File: src/hw/rtl/brb_pkg.sv
`timescale 1ns / 1ps
// ============================================================================
// brb_pkg
// Shared types and codes of the byte ring buffer with block writes.
// ============================================================================
package brb_pkg;

    localparam int CFG_W       = 11;
    localparam int LEN_W       = 11;
    localparam int QUEUE_DEPTH = 4;
    localparam int QUEUE_AW    = 2;

    typedef enum logic [1:0] {
        ACT_WRITE = 2'd0,
        ACT_READ  = 2'd1,
        ACT_CLEAR = 2'd2
    } t_action;

    typedef enum logic [1:0] {
        CMD_WRITE = 2'd0,
        CMD_READ  = 2'd1,
        CMD_CLEAR = 2'd2
    } t_cmd_kind;

    typedef enum logic [1:0] {
        ST_OK      = 2'd0,
        ST_NOSPACE = 2'd1,
        ST_EMPTY   = 2'd2
    } t_status;

    typedef enum logic {
        BK_IDLE = 1'b0,
        BK_READ = 1'b1
    } t_back_state;

    typedef struct packed {
        t_cmd_kind         kind;
        logic [7:0]        data;
        logic              start;
        logic [LEN_W-1:0]  length;
    } t_cmd;

    typedef struct packed {
        logic              valid;
        t_status           status;
        logic [7:0]        data;
        logic              byte_valid;
        logic [LEN_W-1:0]  amount;
        logic              last;
    } t_result;

endpackage

File: src/hw/rtl/brb_front.sv
`timescale 1ns / 1ps
// ============================================================================
// brb_front
// Accepts items, drops unknown actions and turns each item into a command.
// ============================================================================
module brb_front import brb_pkg::*; #(
    parameter int MAX_READ = 64
) (
    input  logic              i_start,
    input  logic [1:0]        i_action,
    input  logic [7:0]        i_data_byte,
    input  logic              i_block_start,
    input  logic [LEN_W-1:0]  i_length,
    input  logic              i_queue_full,
    output logic              o_busy,
    output logic              o_push,
    output t_cmd              o_cmd
);

    logic [LEN_W-1:0] rd_len;
    logic             known;

    assign o_busy = i_queue_full;
    assign rd_len = (i_length > LEN_W'(MAX_READ)) ? LEN_W'(MAX_READ) : i_length;

    always_comb begin
        known        = 1'b1;
        o_cmd.kind   = CMD_WRITE;
        o_cmd.data   = i_data_byte;
        o_cmd.start  = i_block_start;
        o_cmd.length = i_length;
        unique case (t_action'(i_action))
            ACT_WRITE: begin
                o_cmd.kind = CMD_WRITE;
            end
            ACT_READ: begin
                o_cmd.kind   = CMD_READ;
                o_cmd.length = rd_len;
            end
            ACT_CLEAR: begin
                o_cmd.kind = CMD_CLEAR;
            end
            default: begin
                known = 1'b0;
            end
        endcase
    end

    assign o_push = i_start && !i_queue_full && known;

endmodule

File: config.mk
export PLATFORM = sky130hd
export DESIGN_NAME = brb_front
export DESIGN_NICKNAME = d
export VERILOG_FILES = /design/src/hw/rtl/brb_pkg.sv /design/src/hw/rtl/brb_front.sv
export SDC_FILE = /design/constraint.sdc
export NUM_CORES = 1
export LEC_CHECK = 0
export BUFFER_PORTS_ARGS = -buffer_cell sky130_fd_sc_hd__buf_2
export CAP_MARGIN = 10
export CORE_AREA = 3 3 40 42
export DETAILED_ROUTE_END_ITERATION = 8
export DIE_AREA = 0 0 43 45
export MAX_ROUTING_LAYER = met4
export PLACE_DENSITY = 0.66
export SYNTH_ARGS = -nofsm -noshare
export SYNTH_HDL_FRONTEND = slang
export SYNTH_SLANG_ARGS = --single-unit
File: constraint.sdc
create_clock -name vclk -period 1.4
set_input_delay 0 -clock vclk [all_inputs]
set_output_delay 0 -clock vclk [all_outputs]
set_load 0.03 [all_outputs]
==> impl_metrics.ini, run 1 <==
[finish]
drive_gt1_share_pct = 61.7
syn_to_final_growth_pct = 32.9
seq_cell_count = 0
nets = 86
antenna_cells = 0
seqCellArea_um2 = 0
clockBufferCount = 0

[critical_path]
crit_slowest_cell = or4_4
cp_max_fo = 7
critPathKind = in2out
critPathMaxStageDelay_ns = 0.59
crit_chain = buf_2, or4_4, o22ai_1, buf_2
crit_path_end_kind = output pin
cp.arrival_ns = 1.07
crit_required_ns = 1.40
cp_common_cell = buf_2
start_kind = input pin

[route]
viasPerCell = 4.20
post_drt_wl_per_cell_um = 9.35
ant_nets = 0
drc_errors = 0
first_pass_iters = 1
finalWirelength_um = 701
drt_iter0_drc = 0
vias = 315

[logic_synthesis]
post-synth-top-area-fraction_pct = 26.7
synthesis.area_um2 = 282
synthTopCellsByCount = 10 x buf_4, 7 x inv_1, 6 x nand2b_1, 6 x nor2b_1, 4 x o22ai_2
ys_top_cells_by_area = buf_4 27%, o22ai_2 18%, nand2b_1 13%
synth.largest_area_cell = buf_4
ys_warn_count = 0
syn_nets = 64
ys_seq_area_share_pct = 0
synth.avg_cell_area_um2 = 7.04
synth.distinct_cells = 11
synthCells = 40
yosysMostFrequentCell = buf_4

[pwr]
swShare_pct = 61.7
power_density_nw_per_um2 = 423
pwr-share-clk_pct = 0
p_leak_nw = 0.222
p_int_mw = 0.0606
switchingPower_mw = 0.0977
ir_worst_vdd_uv = 159
p_seq_share_pct = 0
pwr-share-comb_pct = 100.0

[sta]
timing.fmax_ghz = 0.937
tns_ns = 0
timing.hold.ws_ns = 0.0000132
slew_viol_final = 0
slew_headroom_pct = 87.5
hold_violations = 0
rsz0062_at_grt = false
finalCritPeriodShare_pct = 76.2
tightest_slew_ns = 0.186
layout_min_cycle_time_ns = 1.07
setup_viol = 0

[floorplanning]
rows = 13
boundaryPins = 48
start_util_pct = 21.9
die_h_um = 45
core_area_um2 = 1280
die_w_um = 43
dieArea_um2 = 1940

[place]
port-buffer-count = 30
dp_hpwl_um = 631
gp_congestion = 0.603

[status]
status = completed

[min_path]
hold_end = o_cmd[12]
worstHoldStart = i_data_byte[0]
hp-class = in2out
hold_depth = 0

[run]
cap_violations = 0

[grt]
grt_pass1_vias = 280
antenna_found_initial = 0
overflow = 0
grt_use_total_pct = 7.43
grt_max_degree = 8
grt_pass1_wl_mm = 1.16

[clock_tree]
cts_setup_buffers = 0
cts_hold_buffers = 0
cts-resized-gates = 0
routing by layer:
| layer | global-route usage (%) | vias to the layer above | wire length, µm |
|---|---|---|---|
| li1 | - | 160 | - |
| met1 | 9.52 | 133 | 286 |
| met2 | 12.6 | 22 | 315 |
| met3 | 1.99 | 0 | 99 |
| met4 | 0 | 0 | 0 |
| met5 | - | - | 0 |
per-stage QoR:
step | worst slack, ns | instance area, µm² | power [mW] | util [%] | cells
2_1_floorplan | 0.239 | 282 | 0.153 | - | 40
3_3_place_gp | 0.340 | 374 | 0.158 | 29.1 | 75
3_5_place_dp | 0.316 | 374 | 0.160 | 29.1 | 75
4_1_cts | 0.316 | 374 | 0.161 | 29.1 | 75
5_1_grt | 0.287 | 374 | 0.172 | 29.1 | 75
6_report | 0.333 | 374 | 0.158 | 29.1 | 75
layout make-up:
type	count	area, µm²
timing repair buffer	32	165
fill	147	911
inverter	7	26.3
tap	15	18.8
multi-input combinational	21	164
power by group through the flow:
stage	combinational [mW]	clock [mW]	sequential [mW]
floorplan	0.153	0	0
global placement	0.158	0	0
detailed placement	0.160	0	0
CTS	0.161	0	0
global route	0.172	0	0
finish	0.158	0	0
cells by family after synthesis:
logic type | after synthesis | share of synthesized area, %
buf+inv | 19 | 41.8
simple gates | 13 | 30.7
compound gates | 8 | 27.6
worst max path at each step:
stage	depth (start not counted)	slack [ns]	end	start
floorplan	3	0.24	o_cmd[0]	i_length[10]
finish	4	0.33	o_cmd[0]	i_length[10]
global route	4	0.29	o_cmd[1]	i_length[10]
detailed placement	4	0.32	o_cmd[0]	i_length[10]
global placement	4	0.34	o_cmd[6]	i_length[10]
CTS	4	0.32	o_cmd[0]	i_length[10]
critical path: cells and delay by family:
kind                   cells  cell delay (ns)
AND/OR/NAND/NOR            1             0.59
buffers and inverters      2             0.32
AO/OA/AOI/OAI              1             0.15
placed cells by master (no fill, tap or decap):
master and instances:
o22ai_2 4, nor2b_1 6, buf_4 2, nand2b_1 6, o22ai_1 2, a21o_1 1
buf_2 30, inv_1 7, or4_4 1, a211oi_1 1
(Power assumes the default switching activity.)
==> run 2: changes to the inputs <==
- clock period: 1.4 -> 1 ns (I/O delays scaled with it)
==> impl_metrics.ini, run 2 (same netlist as run 1, synthesis figures left out) <==
[sta]
finalCritPeriodShare_pct = 102
tightest_slew_ns = 0.186
hold_violations = 0
timing.hold.ws_ns = 0.0000132
tns_ns = -0.0207
setup_viol = 2
layout_min_cycle_time_ns = 1.02
slew_headroom_pct = 87.5
setup_ws_ns = -0.0189
rsz0062_at_grt = true
timing.fmax_ghz = 0.981
slew_viol_final = 0

[floorplanning]
boundaryPins = 48
die_w_um = 43
rows = 13
dieArea_um2 = 1940
die_h_um = 45
core_area_um2 = 1280
start_util_pct = 21.9

[critical_path]
cp_top_family = simple AND/OR/NAND/NOR gates
start_kind = input pin
crit_slowest_cell = or4_4
crit_path_end_kind = output pin
critPathLaunch = i_length[8]
crit_cells = 4
crit_required_ns = 1.00
critPathMaxStageDelay_ns = 0.60
cp.arrival_ns = 1.02
crit_path_end = o_cmd[6]
cp_max_fo = 7
crit_chain = buf_6, or4_4, a21o_1, buf_6
cp_common_cell = buf_6
critPathKind = in2out
critPathBufInv = 2

[route]
drc_errors = 0
vias = 324
finalWirelength_um = 749
drt_iter0_drc = 1
first_pass_iters = 2
viasPerCell = 4.32
ant_nets = 0
post_drt_wl_per_cell_um = 9.99

[grt]
overflow = 0
grt_pass1_wl_mm = 1.30
grt_pass1_vias = 318
antenna_found_initial = 0
grt_max_degree = 8
grt_use_total_pct = 8.37

[place]
placed_area_um2 = 374
port-buffer-count = 30
gp_congestion = 0.603
dp_hpwl_um = 631

[min_path]
hp-class = in2out
hold_depth = 0

[clock_tree]
cts_hold_buffers = 0

[finish]
final_common_cell = buf_2
finalInstanceArea_um2 = 437
syn_to_final_growth_pct = 55.1
nets = 86
antenna_cells = 0
post-route-util_pct = 34.0
seqCellArea_um2 = 0
clockBufferCount = 0
seq_cell_count = 0
fillers = 142
drive_gt1_share_pct = 65.0
layout_common_cells = 22 x buf_2, 8 x buf_6, 7 x inv_1

[status]
status = finished with violations
violations = setup timing

[pwr]
p_leak_nw = 0.240
power_density_nw_per_um2 = 590
ir_worst_vdd_uv = 233
finalPower_mw = 0.258

[run]
cap_violations = 0
## run 2: how the worst min path moves through the flow
stage,start,to,slack [ns]
final,i_data_byte[0],o_cmd[12],0.00001
after global routing,i_data_byte[0],o_cmd[12],0.00004
after CTS,i_block_start,o_cmd[11],0.0002
after detailed placement,i_block_start,o_cmd[11],0.0002
after global placement,i_block_start,o_cmd[11],0.0002
after floorplan,i_action[0],o_cmd[21],0.11
## run 2: power by group
part | leakage (nW) | switching [mW] | total (mW) | internal (mW)
Clock | 0 | 0 | 0 | 0
Sequential | 0 | 0 | 0 | 0
Combinational | 0.240 | 0.145 | 0.258 | 0.113
## run 2: cell type report
type	instances	area, µm²	area share [%]
timing repair buffer	32	215	49.3
multi-input combinational	21	176	40.4
inverter	7	26.3	6.02
tap	15	18.8	4.30
## run 2: metal layers
layer / global-route usage (%) / vias to the layer above / wire length (µm)
met5: - / - / 0
met4: 0 / 0 / 0
met3: 1.59 / 0 / 97
met2: 15.0 / 22 / 369
met1: 10.5 / 142 / 282
li1: - / 160 / -
## run 2: metrics by stage
step | std cells | worst slack [ns]
floorplan | 40 | -0.161
global placement | 75 | -0.0605
detailed placement | 75 | -0.0837
CTS | 75 | -0.0236
global route | 75 | -0.0430
finish | 75 | -0.0189
## run 2: timing repair
item / 4_1_cts / 5_1_grt
pin swaps: 4 / 4
endpoints found under the setup margin: 7 / 7
resized for setup: 17 / 0
buffers inserted: 0 / 0
gates cloned: 0 / 0
