--- src/hw/rtl/brb_pkg.sv ---
`timescale 1ns / 1ps
// ============================================================================
// brb_pkg
// Shared types and codes of the byte ring buffer with block writes.
// ============================================================================
package brb_pkg;

    localparam int CFG_W       = 11;
    localparam int LEN_W       = 11;
    localparam int QUEUE_DEPTH = 4;
    localparam int QUEUE_AW    = 2;

    typedef enum logic [1:0] {
        ACT_WRITE = 2'd0,
        ACT_READ  = 2'd1,
        ACT_CLEAR = 2'd2
    } t_action;

    typedef enum logic [1:0] {
        CMD_WRITE = 2'd0,
        CMD_READ  = 2'd1,
        CMD_CLEAR = 2'd2
    } t_cmd_kind;

    typedef enum logic [1:0] {
        ST_OK      = 2'd0,
        ST_NOSPACE = 2'd1,
        ST_EMPTY   = 2'd2
    } t_status;

    typedef enum logic {
        BK_IDLE = 1'b0,
        BK_READ = 1'b1
    } t_back_state;

    typedef struct packed {
        t_cmd_kind         kind;
        logic [7:0]        data;
        logic              start;
        logic [LEN_W-1:0]  length;
    } t_cmd;

    typedef struct packed {
        logic              valid;
        t_status           status;
        logic [7:0]        data;
        logic              byte_valid;
        logic [LEN_W-1:0]  amount;
        logic              last;
    } t_result;

endpackage

--- src/hw/rtl/brb_queue.sv ---
`timescale 1ns / 1ps
// ============================================================================
// brb_queue
// Short command queue between the front and the back.
// ============================================================================
module brb_queue import brb_pkg::*; (
    input  logic  i_clk,
    input  logic  i_rst_n,
    input  logic  i_push,
    input  t_cmd  i_cmd,
    input  logic  i_pop,
    output t_cmd  o_cmd,
    output logic  o_empty,
    output logic  o_full
);

    t_cmd                r_mem [QUEUE_DEPTH];
    logic [QUEUE_AW-1:0] r_wa;
    logic [QUEUE_AW-1:0] r_ra;
    logic [QUEUE_AW:0]   r_cnt;
    logic [QUEUE_AW-1:0] n_wa;
    logic [QUEUE_AW-1:0] n_ra;
    logic [QUEUE_AW:0]   n_cnt;

    assign o_empty = (r_cnt == '0);
    assign o_full  = (r_cnt == (QUEUE_AW + 1)'(QUEUE_DEPTH));
    assign o_cmd   = r_mem[r_ra];

    always_comb begin
        n_wa  = i_push ? r_wa + 1'b1 : r_wa;
        n_ra  = i_pop ? r_ra + 1'b1 : r_ra;
        n_cnt = r_cnt;
        if (i_push && !i_pop) begin
            n_cnt = r_cnt + 1'b1;
        end else if (i_pop && !i_push) begin
            n_cnt = r_cnt - 1'b1;
        end
    end

    always_ff @(posedge i_clk) begin
        if (i_push) begin
            r_mem[r_wa] <= i_cmd;
        end
    end

    always_ff @(posedge i_clk) begin
        if (!i_rst_n) begin
            r_wa  <= '0;
            r_ra  <= '0;
            r_cnt <= '0;
        end else begin
            r_wa  <= n_wa;
            r_ra  <= n_ra;
            r_cnt <= n_cnt;
        end
    end

endmodule

--- config.mk ---
export PLATFORM = sky130hd
export DESIGN_NAME = brb_queue
export DESIGN_NICKNAME = d
export VERILOG_FILES = /design/src/hw/rtl/brb_pkg.sv /design/src/hw/rtl/brb_queue.sv
export SDC_FILE = /design/constraint.sdc
export NUM_CORES = 1
export LEC_CHECK = 0
export ABC_AREA = 1
export BUFFER_PORTS_ARGS = -buffer_cell sky130_fd_sc_hd__buf_2
export CORE_UTILIZATION = 50
export CTS_CLUSTER_SIZE = 10
export DETAILED_ROUTE_END_ITERATION = 12
export GPL_TIMING_DRIVEN = 0
export PLACE_DENSITY = 0.81
export RECOVER_POWER = 50
export SETUP_SLACK_MARGIN = 0.15
export SYNTH_ARGS = -nofsm -noshare
export SYNTH_HDL_FRONTEND = slang
export SYNTH_SLANG_ARGS = --single-unit
--- constraint.sdc ---
create_clock -name i_clk -period 3.75 [get_ports i_clk]
set_input_delay 0.1875 -clock i_clk [delete_from_list [all_inputs] [get_ports i_clk]]
set_output_delay 0.1875 -clock i_clk [all_outputs]
set_load 0.01 [all_outputs]
==> summary.txt, run 1 <==
GRT
  • Largest net degree at the start of global routing: 23
  • Gr usage total: 19.5%
  • Congestion Overflow GR: 0
  • First-pass GRT wire length: 10800 µm
  • Number of global-route vias before repair: 2234
  • Initial antenna violation count: 0

Layout
  • Area grow syn2layout: 13.3%
  • Nets@finish: 363
  • Commonest non-fill, non-tap cell in the layout: edfxtp_1
  • Share of post-route cells with drive strength above 1: 14.3%
  • Final instance area: 4230 µm²
  • Number of diodes: 0
  • Highest-count cells in the layout ignoring fill and taps: edfxtp_1 (88), nor2_1 (49), o21ai_0 (32)

Placement
  • PortBufs: 49
  • Routability Congestion: 0.723
  • Post-DP HPWL: 4370 µm
  • Area post-placement: 4110 µm²

Logic synthesis
  • Synth Instances: 271
  • Synth area leaders: edfxtp_1 (71%), nor2_1 (4.9%), dfxtp_1 (4.8%)
  • Mapped cell area: 3740 µm²
  • Synth Area in XOR/XNOR: 0%
  • Syn nets: 303
  • Synthesized-area fraction occupied by and/or/nand/nor cells: 6.39%
  • Adder-cell share of the synthesized area: 2.21%
  • Complex-gate fraction of the synthesized area: 10.9%
  • Post-synth top area share: 70.7%
  • YS warnings: 0
  • Synth area leader: edfxtp_1
  • Sequential area share after synthesis: 75.5%
  • Synth cell types: 19
  • Mux cell area share after synthesis: 0%
  • Main combinational cell family by area after synthesis: compound AO/OA/AOI/OAI gates
  • Mean Syn Cell Area: 13.8 µm²
  • Yosys reg bits: 97

Power and ir drop
  • Peak VDD IR: 0.241 mV
  • Power per cell area: 484 nW/µm²
  • Leak: 0.00150 µW

Hold path
  • Worst min-delay path class: in -> reg
  • Hold Crit Endpoint: r_mem[2][10]$_DFFE_PP_
  • Hold depth: 1
  • Hold Startpoint: i_cmd[10]

Critical path
  • CP startpoint kind: flip-flop
  • Arrival time at the worst endpoint: 1750 ps
  • CP max FO: 10
  • Worst setup EP type: output port
  • CP Class: reg -> out
  • FF-to-FF End: r_mem[0][6]$_DFFE_PP_
  • R2R cell count: 4
  • CP required: 3560 ps
  • R2R setup slack: 2020 ps
  • Reg-to-reg startpoint: r_wa[0]$_SDFFE_PN0P_

Floorplanning
  • Die X: 88.5 µm
  • Chip height: 88.5 µm
  • Initial Util: 51.5%
  • Die area: 7820 µm²
  • Placement Rows: 31
  • Io pins: 50
  • Total core area: 7250 µm²

Timing
  • Setup TNS: 0 ps
  • RSZ-0062 raised after global routing: no
  • Slew margin rel.: 33.7%
  • Post-route minimum period: 1930 ps
  • Slew Limit Fails: 0
  • Fmax: 517 MHz
  • Actual transition at the worst max-transition pin: 994 ps
  • Setup Skew: 7.84 ps
  • Final Hold Fails: 0
  • Final setup vio count: 0
  • Final period util: 51.6%

Detailed routing
  • Routed WL: 7030 µm
  • Routed Antenna Nets: 0
  • # DRC: 0
  • Initial DRC Count: 333
  • Vias: 2276
  • WL/cell: 16.2 µm
  • Pre-Repair DR Iteration Count: 6
  • Vias per Instance: 5.23

Job
  • Max-cap violations: 0

Clocking
  • CTS Buffer Depth: 2
  • Htree depth: 3
  • Cts bufs inserted: 9
  • Root Driver: clkbuf_8
  • Clk_lat worst skew: 360 ps
  • Clock slew at reported path FFs: 90 ps
  • CTS tree: yes
  • CTS resizes: 0
  • Post-CTS Setup Bufs: 0
  • Cts hold-fix bufs: 0
  • Sink Count: 97

Run status
  • Status: completed
[worst max path at each step]
stage / to / depth (start not counted)
global route: o_cmd[18] / 4
floorplan: r_mem[2][0]$_DFFE_PP_ / 4
CTS: r_mem[0][5]$_DFFE_PP_ / 4
detailed placement: r_mem[0][7]$_DFFE_PP_ / 4
finish: o_cmd[18] / 4
global placement: r_mem[0][20]$_DFFE_PP_ / 4
[cell type report]
type,instances,area [µm²]
fillers,605,3020
repair buffers,49,210
multi-input cells,144,729
plain buffers,13,113
inverters,17,71.3
flip-flops and latches,97,2820
clock buffers,10,128
well taps,99,124
clock inverters,6,35.0
[power by group]
part,total [µW],internal (µW),switching (µW)
Combinational,232,81.9,150
Clock,571,237,334
Sequential,1250,1230,17.0
[metal layers]
layer,vias to the layer above,share of wire (%),global-route usage (%),wire (µm)
li1,1106,-,-,-
met1,1083,42,24.6,2950
met2,76,49,30.7,3450
met3,11,7.2,5.13,503
met4,0,1.8,11.4,129
met5,-,0,0,0
[worst max-delay path, cell delays in order, from the launching register on]
cell and delay [ps]:
dfxtp_1 420, clkbuf_1 390, o21ai_0 180, o22ai_1 240
buf_2 170
[synthesized netlist by cell type]
cell,count
nand3_1,1
nor3_1,2
dfxtp_1,9
inv_8,1
inv_1,15
nor2_1,49
fa_1,1
buf_2,4
nand4_1,1
buf_4,2
o21ai_1,18
edfxtp_1,88
nand2_1,9
ha_1,5
o21ai_0,32
inv_2,1
buf_6,7
a21oi_1,4
o22ai_1,22
[state kept, by name (all words and copies together) (netlist names), named ones only]
signal  count
r_ra        2
r_wa        2
r_cnt       3
r_mem      88
[kinds of logic (layout without fill, tap and decap cells)]
logic type	Yosys count	count (layout)
compound gates	76	76
flops	97	97
fa+ha+maj	6	6
buf+inv	30	95
simple gates	62	62
[metrics by stage]
stage | setup WS (ps) | total power, µW | utilization (%) | hold slack, ps | cells
after floorplan | 2340 | 1410 | - | 286 | 271
after global placement | 2010 | 1500 | 56.6 | 399 | 419
after detailed placement | 2000 | 1510 | 56.6 | 405 | 419
after CTS | 1980 | 2070 | 58.9 | 24.0 | 435
after global routing | 1690 | 2140 | 58.4 | 97.2 | 435
final | 1820 | 2050 | 58.4 | 84.7 | 435
Power figures use the tool's default switching activity.
==> run 2, diff against run 1 <==
- PLACE_DENSITY: 0.81 -> 0.83
- clock period: 3.75 -> 1.64 ns (I/O delays scaled with it)
==> summary.txt, run 2 (same netlist as run 1, synthesis figures left out) <==
Floorplanning
  • Die X: 88.5 µm (unchanged)
  • Initial Util: 51.5% (unchanged)
  • Placement Rows: 31 (unchanged)
  • Die area: 7820 µm² (unchanged)
  • Chip height: 88.5 µm (unchanged)
  • Total core area: 7250 µm² (unchanged)
  • Io pins: 50 (unchanged)

Layout
  • Max reg flops: 88 (unchanged)
  • Largest regs: r_mem x88, r_cnt x3
  • Fillcell total: 487 (-20%)
  • Biggest register: r_mem
  • Highest-count cells in the layout ignoring fill and taps: edfxtp_1 (88), nor2_1 (43), buf_2 (26)
  • Core occupancy in the finished layout: 69.3% (+11 points)
  • Area grow syn2layout: 34.5%
  • Commonest non-fill, non-tap cell in the layout: edfxtp_1
  • Share of post-route cells with drive strength above 1: 29.1% (+15 points)
  • Final instance area: 5030 µm² (+19%)
  • Nets@finish: 408 (+12%)
  • Number of diodes: 0 (unchanged)

Critical path
  • CP startpoint kind: flip-flop
  • Arrival time at the worst endpoint: 1550 ps (-200 ps)
  • R2R setup slack: 140 ps (-1880 ps)
  • Reg-to-reg startpoint: r_wa[0]$_SDFFE_PN0P_
  • CP max FO: 8 (-2)
  • CP Class: reg -> out
  • Worst setup EP type: output port
  • R2R cell count: 4 (unchanged)
  • CP required: 1560 ps (-2000 ps)
  • FF-to-FF End: r_mem[3][20]$_DFFE_PP_
  • CP endpoint: o_cmd[11]

Timing
  • Final setup vio count: 0 (unchanged)
  • Slew Limit Fails: 0 (unchanged)
  • Slew margin rel.: 73.9% (+40 points)
  • Actual transition at the worst max-transition pin: 391 ps (-602 ps)
  • Final Hold Fails: 0 (unchanged)
  • Post-route minimum period: 1630 ps
  • Setup Skew: 23.4 ps (+15.5 ps)
  • Fmax: 613 MHz
  • Setup TNS: 0 ps (unchanged)
  • Final period util: 99.4%
  • RSZ-0062 raised after global routing: yes

Clocking
  • Clk_lat worst skew: 380 ps (+20 ps)
  • Root Driver: clkbuf_8
  • Cts bufs inserted: 9 (unchanged)
  • CTS Buffer Depth: 2 (unchanged)
  • Htree depth: 3 (unchanged)
  • CTS tree: yes
  • Clock slew at reported path FFs: 90 ps (about the same)
  • Sink Count: 97 (unchanged)

Placement
  • PortBufs: 49 (unchanged)
  • Post-DP HPWL: 4410 µm (+0.97%)
  • Area post-placement: 4110 µm² (unchanged)
  • Routability Congestion: 0.749 (+3.7%)

Job
  • Max-cap violations: 0 (unchanged)

Detailed routing
  • # DRC: 0 (unchanged)
  • Met2 WL: 4930 µm (+43%)
  • Routed Antenna Nets: 0 (unchanged)
  • Routed WL: 9630 µm (+37%)
  • Metal-1 WL: 3760 µm (+28%)
  • Vias: 2713 (+19%)
  • Initial DRC Count: 289 (-13%)
  • Vias per Instance: 5.65 (+8.0%)
  • Met3 WL: 784 µm (+56%)
  • WL/cell: 20.1 µm (+24%)
  • Top sig layer: met4
  • Pre-Repair DR Iteration Count: 5 (-1)

GRT
  • Number of global-route vias before repair: 2475 (+11%)
  • First-pass GRT wire length: 12100 µm (+12%)
  • Gr usage total: 21.8% (+2.3 points)
  • Initial antenna violation count: 0 (unchanged)
  • Largest net degree at the start of global routing: 20 (-13%)
  • Congestion Overflow GR: 0 (unchanged)

Power and ir drop
  • Peak VDD IR: 0.497 mV (+110%)
  • Switch share: 27.6% (+3.2 points)
  • Power per cell area: 1030 nW/µm² (+110%)
  • Psw: 1440 µW (+190%)
  • Clock share of power: 29.5% (+1.7 points)
  • Combinational fraction of design power: 15.5% (+4.2 points)
  • Reg power frac: 55.0% (-5.8 points)
  • Internal power: 3760 µW (+140%)
  • Leak: 0.00180 µW (+20%)

Hold path
  • Worst min-delay path class: in -> reg

Run status
  • Status: completed
[run 2: cell types whose count changed in the layout (fill, tap and decap cells not counted), moves of 5 or more]
cell,change
nor2_1,-6
buf_4,+8
dlygate4sd3_1,+23
clkbuf_16,+6
nor2_2,+5
o22ai_1,-5
buf_6,-5
o21ai_2,+10
o21ai_0,-15
buf_12,+6
clkinvlp_4,+8
clkbuf_1,-6
o22ai_2,+5
[run 2: layer usage]
layer  up-vias  GRT usage (%)
met5         -              0
met4         0           10.9
met3        16           4.94
met2       164           35.9
met1      1328           27.4
li1       1205              -
[run 2: power groups by stage]
stage                     Clock [µW]  Combinational (µW)  Sequential, µW
after floorplan                    0                 325            2900
after global routing            1630                 862            2870
final                           1530                 805            2860
after global placement             0                 524            2900
after detailed placement           0                 547            2910
after CTS                       1500                 630            2850
[run 2: how the worst min path moves through the flow]
stage,startpoint,end,slack (ps),depth (start not counted)
after global placement,i_cmd[9],r_mem[0][9]$_DFFE_PP_,290,1
after global routing,i_pop,flip-flop,70,4
after detailed placement,i_cmd[13],r_mem[2][13]$_DFFE_PP_,300,1
final,i_pop,r_ra[0]$_SDFFE_PN0P_,40,3
after CTS,i_pop,r_ra[0]$_SDFFE_PN0P_,40,3
after floorplan,i_cmd[0],r_mem[0][0]$_DFFE_PP_,180,0
[run 2: cell type report]
cell class / instances / area [µm²] / area share, %
Timing Repair Buffer: 89 / 711 / 14.1
Multi-Input combinational cell: 144 / 868 / 17.3
Sequential cell: 97 / 2830 / 56.2
Clock buffer: 9 / 124 / 2.46
Tap cell: 99 / 124 / 2.46
Inverter: 17 / 92.6 / 1.84
Clock inverter: 7 / 70.1 / 1.39
Timing Repair inverter: 5 / 38.8 / 0.772
Buffer: 13 / 173 / 3.44
[run 2: through the flow]
step | hold slack (ps) | total power, µW | setup WS, ps | cells
floorplan | 181 | 3220 | 232 | 271
detailed placement | 298 | 3450 | -130 | 419
finish | 41.1 | 5200 | 9.80 | 480
global route | 66.0 | 5370 | -15.5 | 480
global placement | 292 | 3430 | -88.0 | 419
CTS | 41.5 | 4980 | 89.4 | 469
[run 2: critical path, cell delays in order, from the launching register on]
cell and delay (ps):
dfxtp_2 360, buf_12 180, buf_8 140, o21ai_1 90, o22ai_1 240, buf_2 180
[run 2: timing repair]
action,in CTS,in global routing
setup endpoints to repair,110,67
pin swaps,3,16
gates cloned,4,8
hold endpoints to repair,89,0
hold buffers,23,0
setup buffers,7,3
resized for setup,14,62
==> run 3, diff against run 2 <==
- CORE_MARGIN: not set -> 10
- PLACE_DENSITY: 0.83 -> 0.7
- clock period: 1.64 -> 1.9 ns (I/O delays scaled with it)
==> summary.txt, run 3 (same netlist as run 1, synthesis figures left out) <==
Critical path
  • Arrival time at the worst endpoint: 1540 ps (about the same)
  • CP startpoint kind: flip-flop
  • Crit-path cells: clkbuf_2, o21ai_0, o22ai_1, buf_2
  • Delay of the slowest cell on the worst path: 410 ps (+50 ps)
  • CP max-delay cell: dfxtp_1
  • CP max FO: 10 (+2)
  • Worst setup EP type: output port
  • CP Class: reg -> out
  • CP required: 1800 ps (+240 ps)

Floorplanning
  • Die X: 106 µm (+20%)
  • Total core area: 7250 µm² (unchanged)
  • Initial Util: 51.5% (unchanged)
  • Io pins: 50 (unchanged)
  • Chip height: 106 µm (+20%)
  • Die area: 11300 µm² (+45%)
  • Placement Rows: 31 (unchanged)

Timing
  • Fmax: 611 MHz
  • Actual transition at the worst max-transition pin: 555 ps (+163 ps)
  • Post-route minimum period: 1640 ps
  • Slew Limit Fails: 0 (unchanged)
  • Setup Skew: 8.31 ps (-15.0 ps)
  • Final period util: 86.2%
  • Final Hold Fails: 0 (unchanged)
  • RSZ-0062 raised after global routing: no
  • Final setup vio count: 0 (unchanged)
  • Slew margin rel.: 62.9% (-11 points)
  • Setup TNS: 0 ps (unchanged)

Clocking
  • Clock slew at reported path FFs: 80 ps (about the same)
  • Htree depth: 3 (unchanged)
  • Cts bufs inserted: 9 (unchanged)
  • Root Driver: clkbuf_8
  • CTS Buffer Depth: 2 (unchanged)
  • Clk_lat worst skew: 350 ps (-30 ps)
  • Sink Count: 97 (unchanged)
  • CTS tree: yes
  • Post-CTS Setup Bufs: 0 (-7)

Power and ir drop
  • Power per cell area: 940 nW/µm² (-9.1%)
  • Overall power: 4250 µW (-18%)
  • Peak VDD IR: 0.404 mV (-19%)
  • Leak: 0.00158 µW (-12%)

Layout
  • Share of post-route cells with drive strength above 1: 16.1% (-13 points)
  • Area grow syn2layout: 20.9%
  • Commonest non-fill, non-tap cell in the layout: edfxtp_1
  • Highest-count cells in the layout ignoring fill and taps: edfxtp_1 (88), nor2_1 (49), o21ai_0 (32)
  • Core occupancy in the finished layout: 62.3% (-7.0 points)
  • Largest regs: r_mem x88, r_cnt x3
  • Nets@finish: 387 (-5.1%)
  • Max reg flops: 88 (unchanged)
  • Number of diodes: 0 (unchanged)
  • Biggest register: r_mem
  • Final instance area: 4520 µm² (-10%)

Placement
  • Routability Congestion: 0.690 (-7.9%)
  • Area post-placement: 4110 µm² (unchanged)
  • PortBufs: 49 (unchanged)
  • Post-DP HPWL: 4750 µm (+7.7%)

Detailed routing
  • Vias: 2337 (-14%)
  • Vias per Instance: 5.09 (-9.9%)
  • # DRC: 0 (unchanged)
  • Routed Antenna Nets: 0 (unchanged)
  • Routed WL: 7750 µm (-20%)
  • WL/cell: 16.9 µm (-16%)
  • Pre-Repair DR Iteration Count: 5 (unchanged)
  • Initial DRC Count: 170 (-41%)

GRT
  • Largest net degree at the start of global routing: 23 (+15%)
  • Congestion Overflow GR: 0 (unchanged)
  • First-pass GRT wire length: 12300 µm (+1.3%)
  • Gr usage total: 13.9% (-8.0 points)
  • Initial antenna violation count: 0 (unchanged)
  • Number of global-route vias before repair: 2471 (-0.16%)

Job
  • Max-cap violations: 0 (unchanged)

Hold path
  • Worst min-delay path class: in -> reg

Run status
  • Status: completed
==> run 3: cell count changes in the layout (fill, tap and decap cells not counted), sizes merged <==
cell / change
clkinv: +3
buf: -13
inv: -5
bufinv: +1
clkbuf: -4
clkinvlp: -2
dlygate4sd3: -1
==> run 3: stage by stage <==
step / std cells / hold slack (ps) / worst slack [ps]
2_1_floorplan: 271 / 194 / 492
3_3_place_gp: 419 / 308 / 141
3_5_place_dp: 419 / 315 / 143
4_1_cts: 457 / 20.7 / 167
5_1_grt: 459 / 36.9 / 91.2
6_report: 459 / 30.8 / 263
==> run 3: power by group <==
part / switching, µW / total, µW / internal [µW]
sequential: 33.1 / 2460 / 2430
clock: 675 / 1280 / 606
combinational: 314 / 509 / 195
total: 1020 / 4250 / 3230
==> run 3: path summary, 6_finish.rpt <==
check / cells after the start / slack (ps) / endpoint / from
hold reg to reg: 1 / 450 / r_ra[1]$_SDFFE_PN0P_ / r_ra[1]$_SDFFE_PN0P_
setup reg to reg: 4 / 330 / r_mem[1][5]$_DFFE_PP_ / r_wa[1]$_SDFFE_PN0P_
hold / removal: 3 / 30 / r_cnt[2]$_SDFFE_PN0P_ / i_rst_n
setup / recovery: 4 / 260 / o_cmd[11] / flip-flop
==> run 3: worst max-delay path, delay by kind of cell, from the launching register on <==
family | cells | cell delay [ps]
AOI/OAI and AO/OA | 2 | 350
buffers and inverters | 2 | 440
DFF | 1 | 410
==> run 3: area by class of cell <==
type	count	area [µm²]
fill	563	2730
timing repair inverter	2	15.0
timing repair buffer	71	433
tap	99	124
buffer	13	114
clock buffer	9	124
sequential	97	2820
multi-input combinational	144	729
inverter	17	86.3
clock inverter	7	71.3
==> run 3: what timing repair did <==
| item | CTS | global route |
|---|---|---|
| hold buffers | 22 | 0 |
| endpoints found under the setup margin | 44 | 89 |
| cloned | 0 | 2 |
| gates resized for setup | 2 | 5 |
| endpoints found under the hold margin | 88 | 0 |
==> run 3: layer usage <==
metal	global-route usage (%)	vias up	wire length [µm]
li1	-	1153	-
met1	16.1	1109	3100
met2	23.9	69	4110
met3	3.02	6	467
met4	6.48	0	75
met5	0	-	0
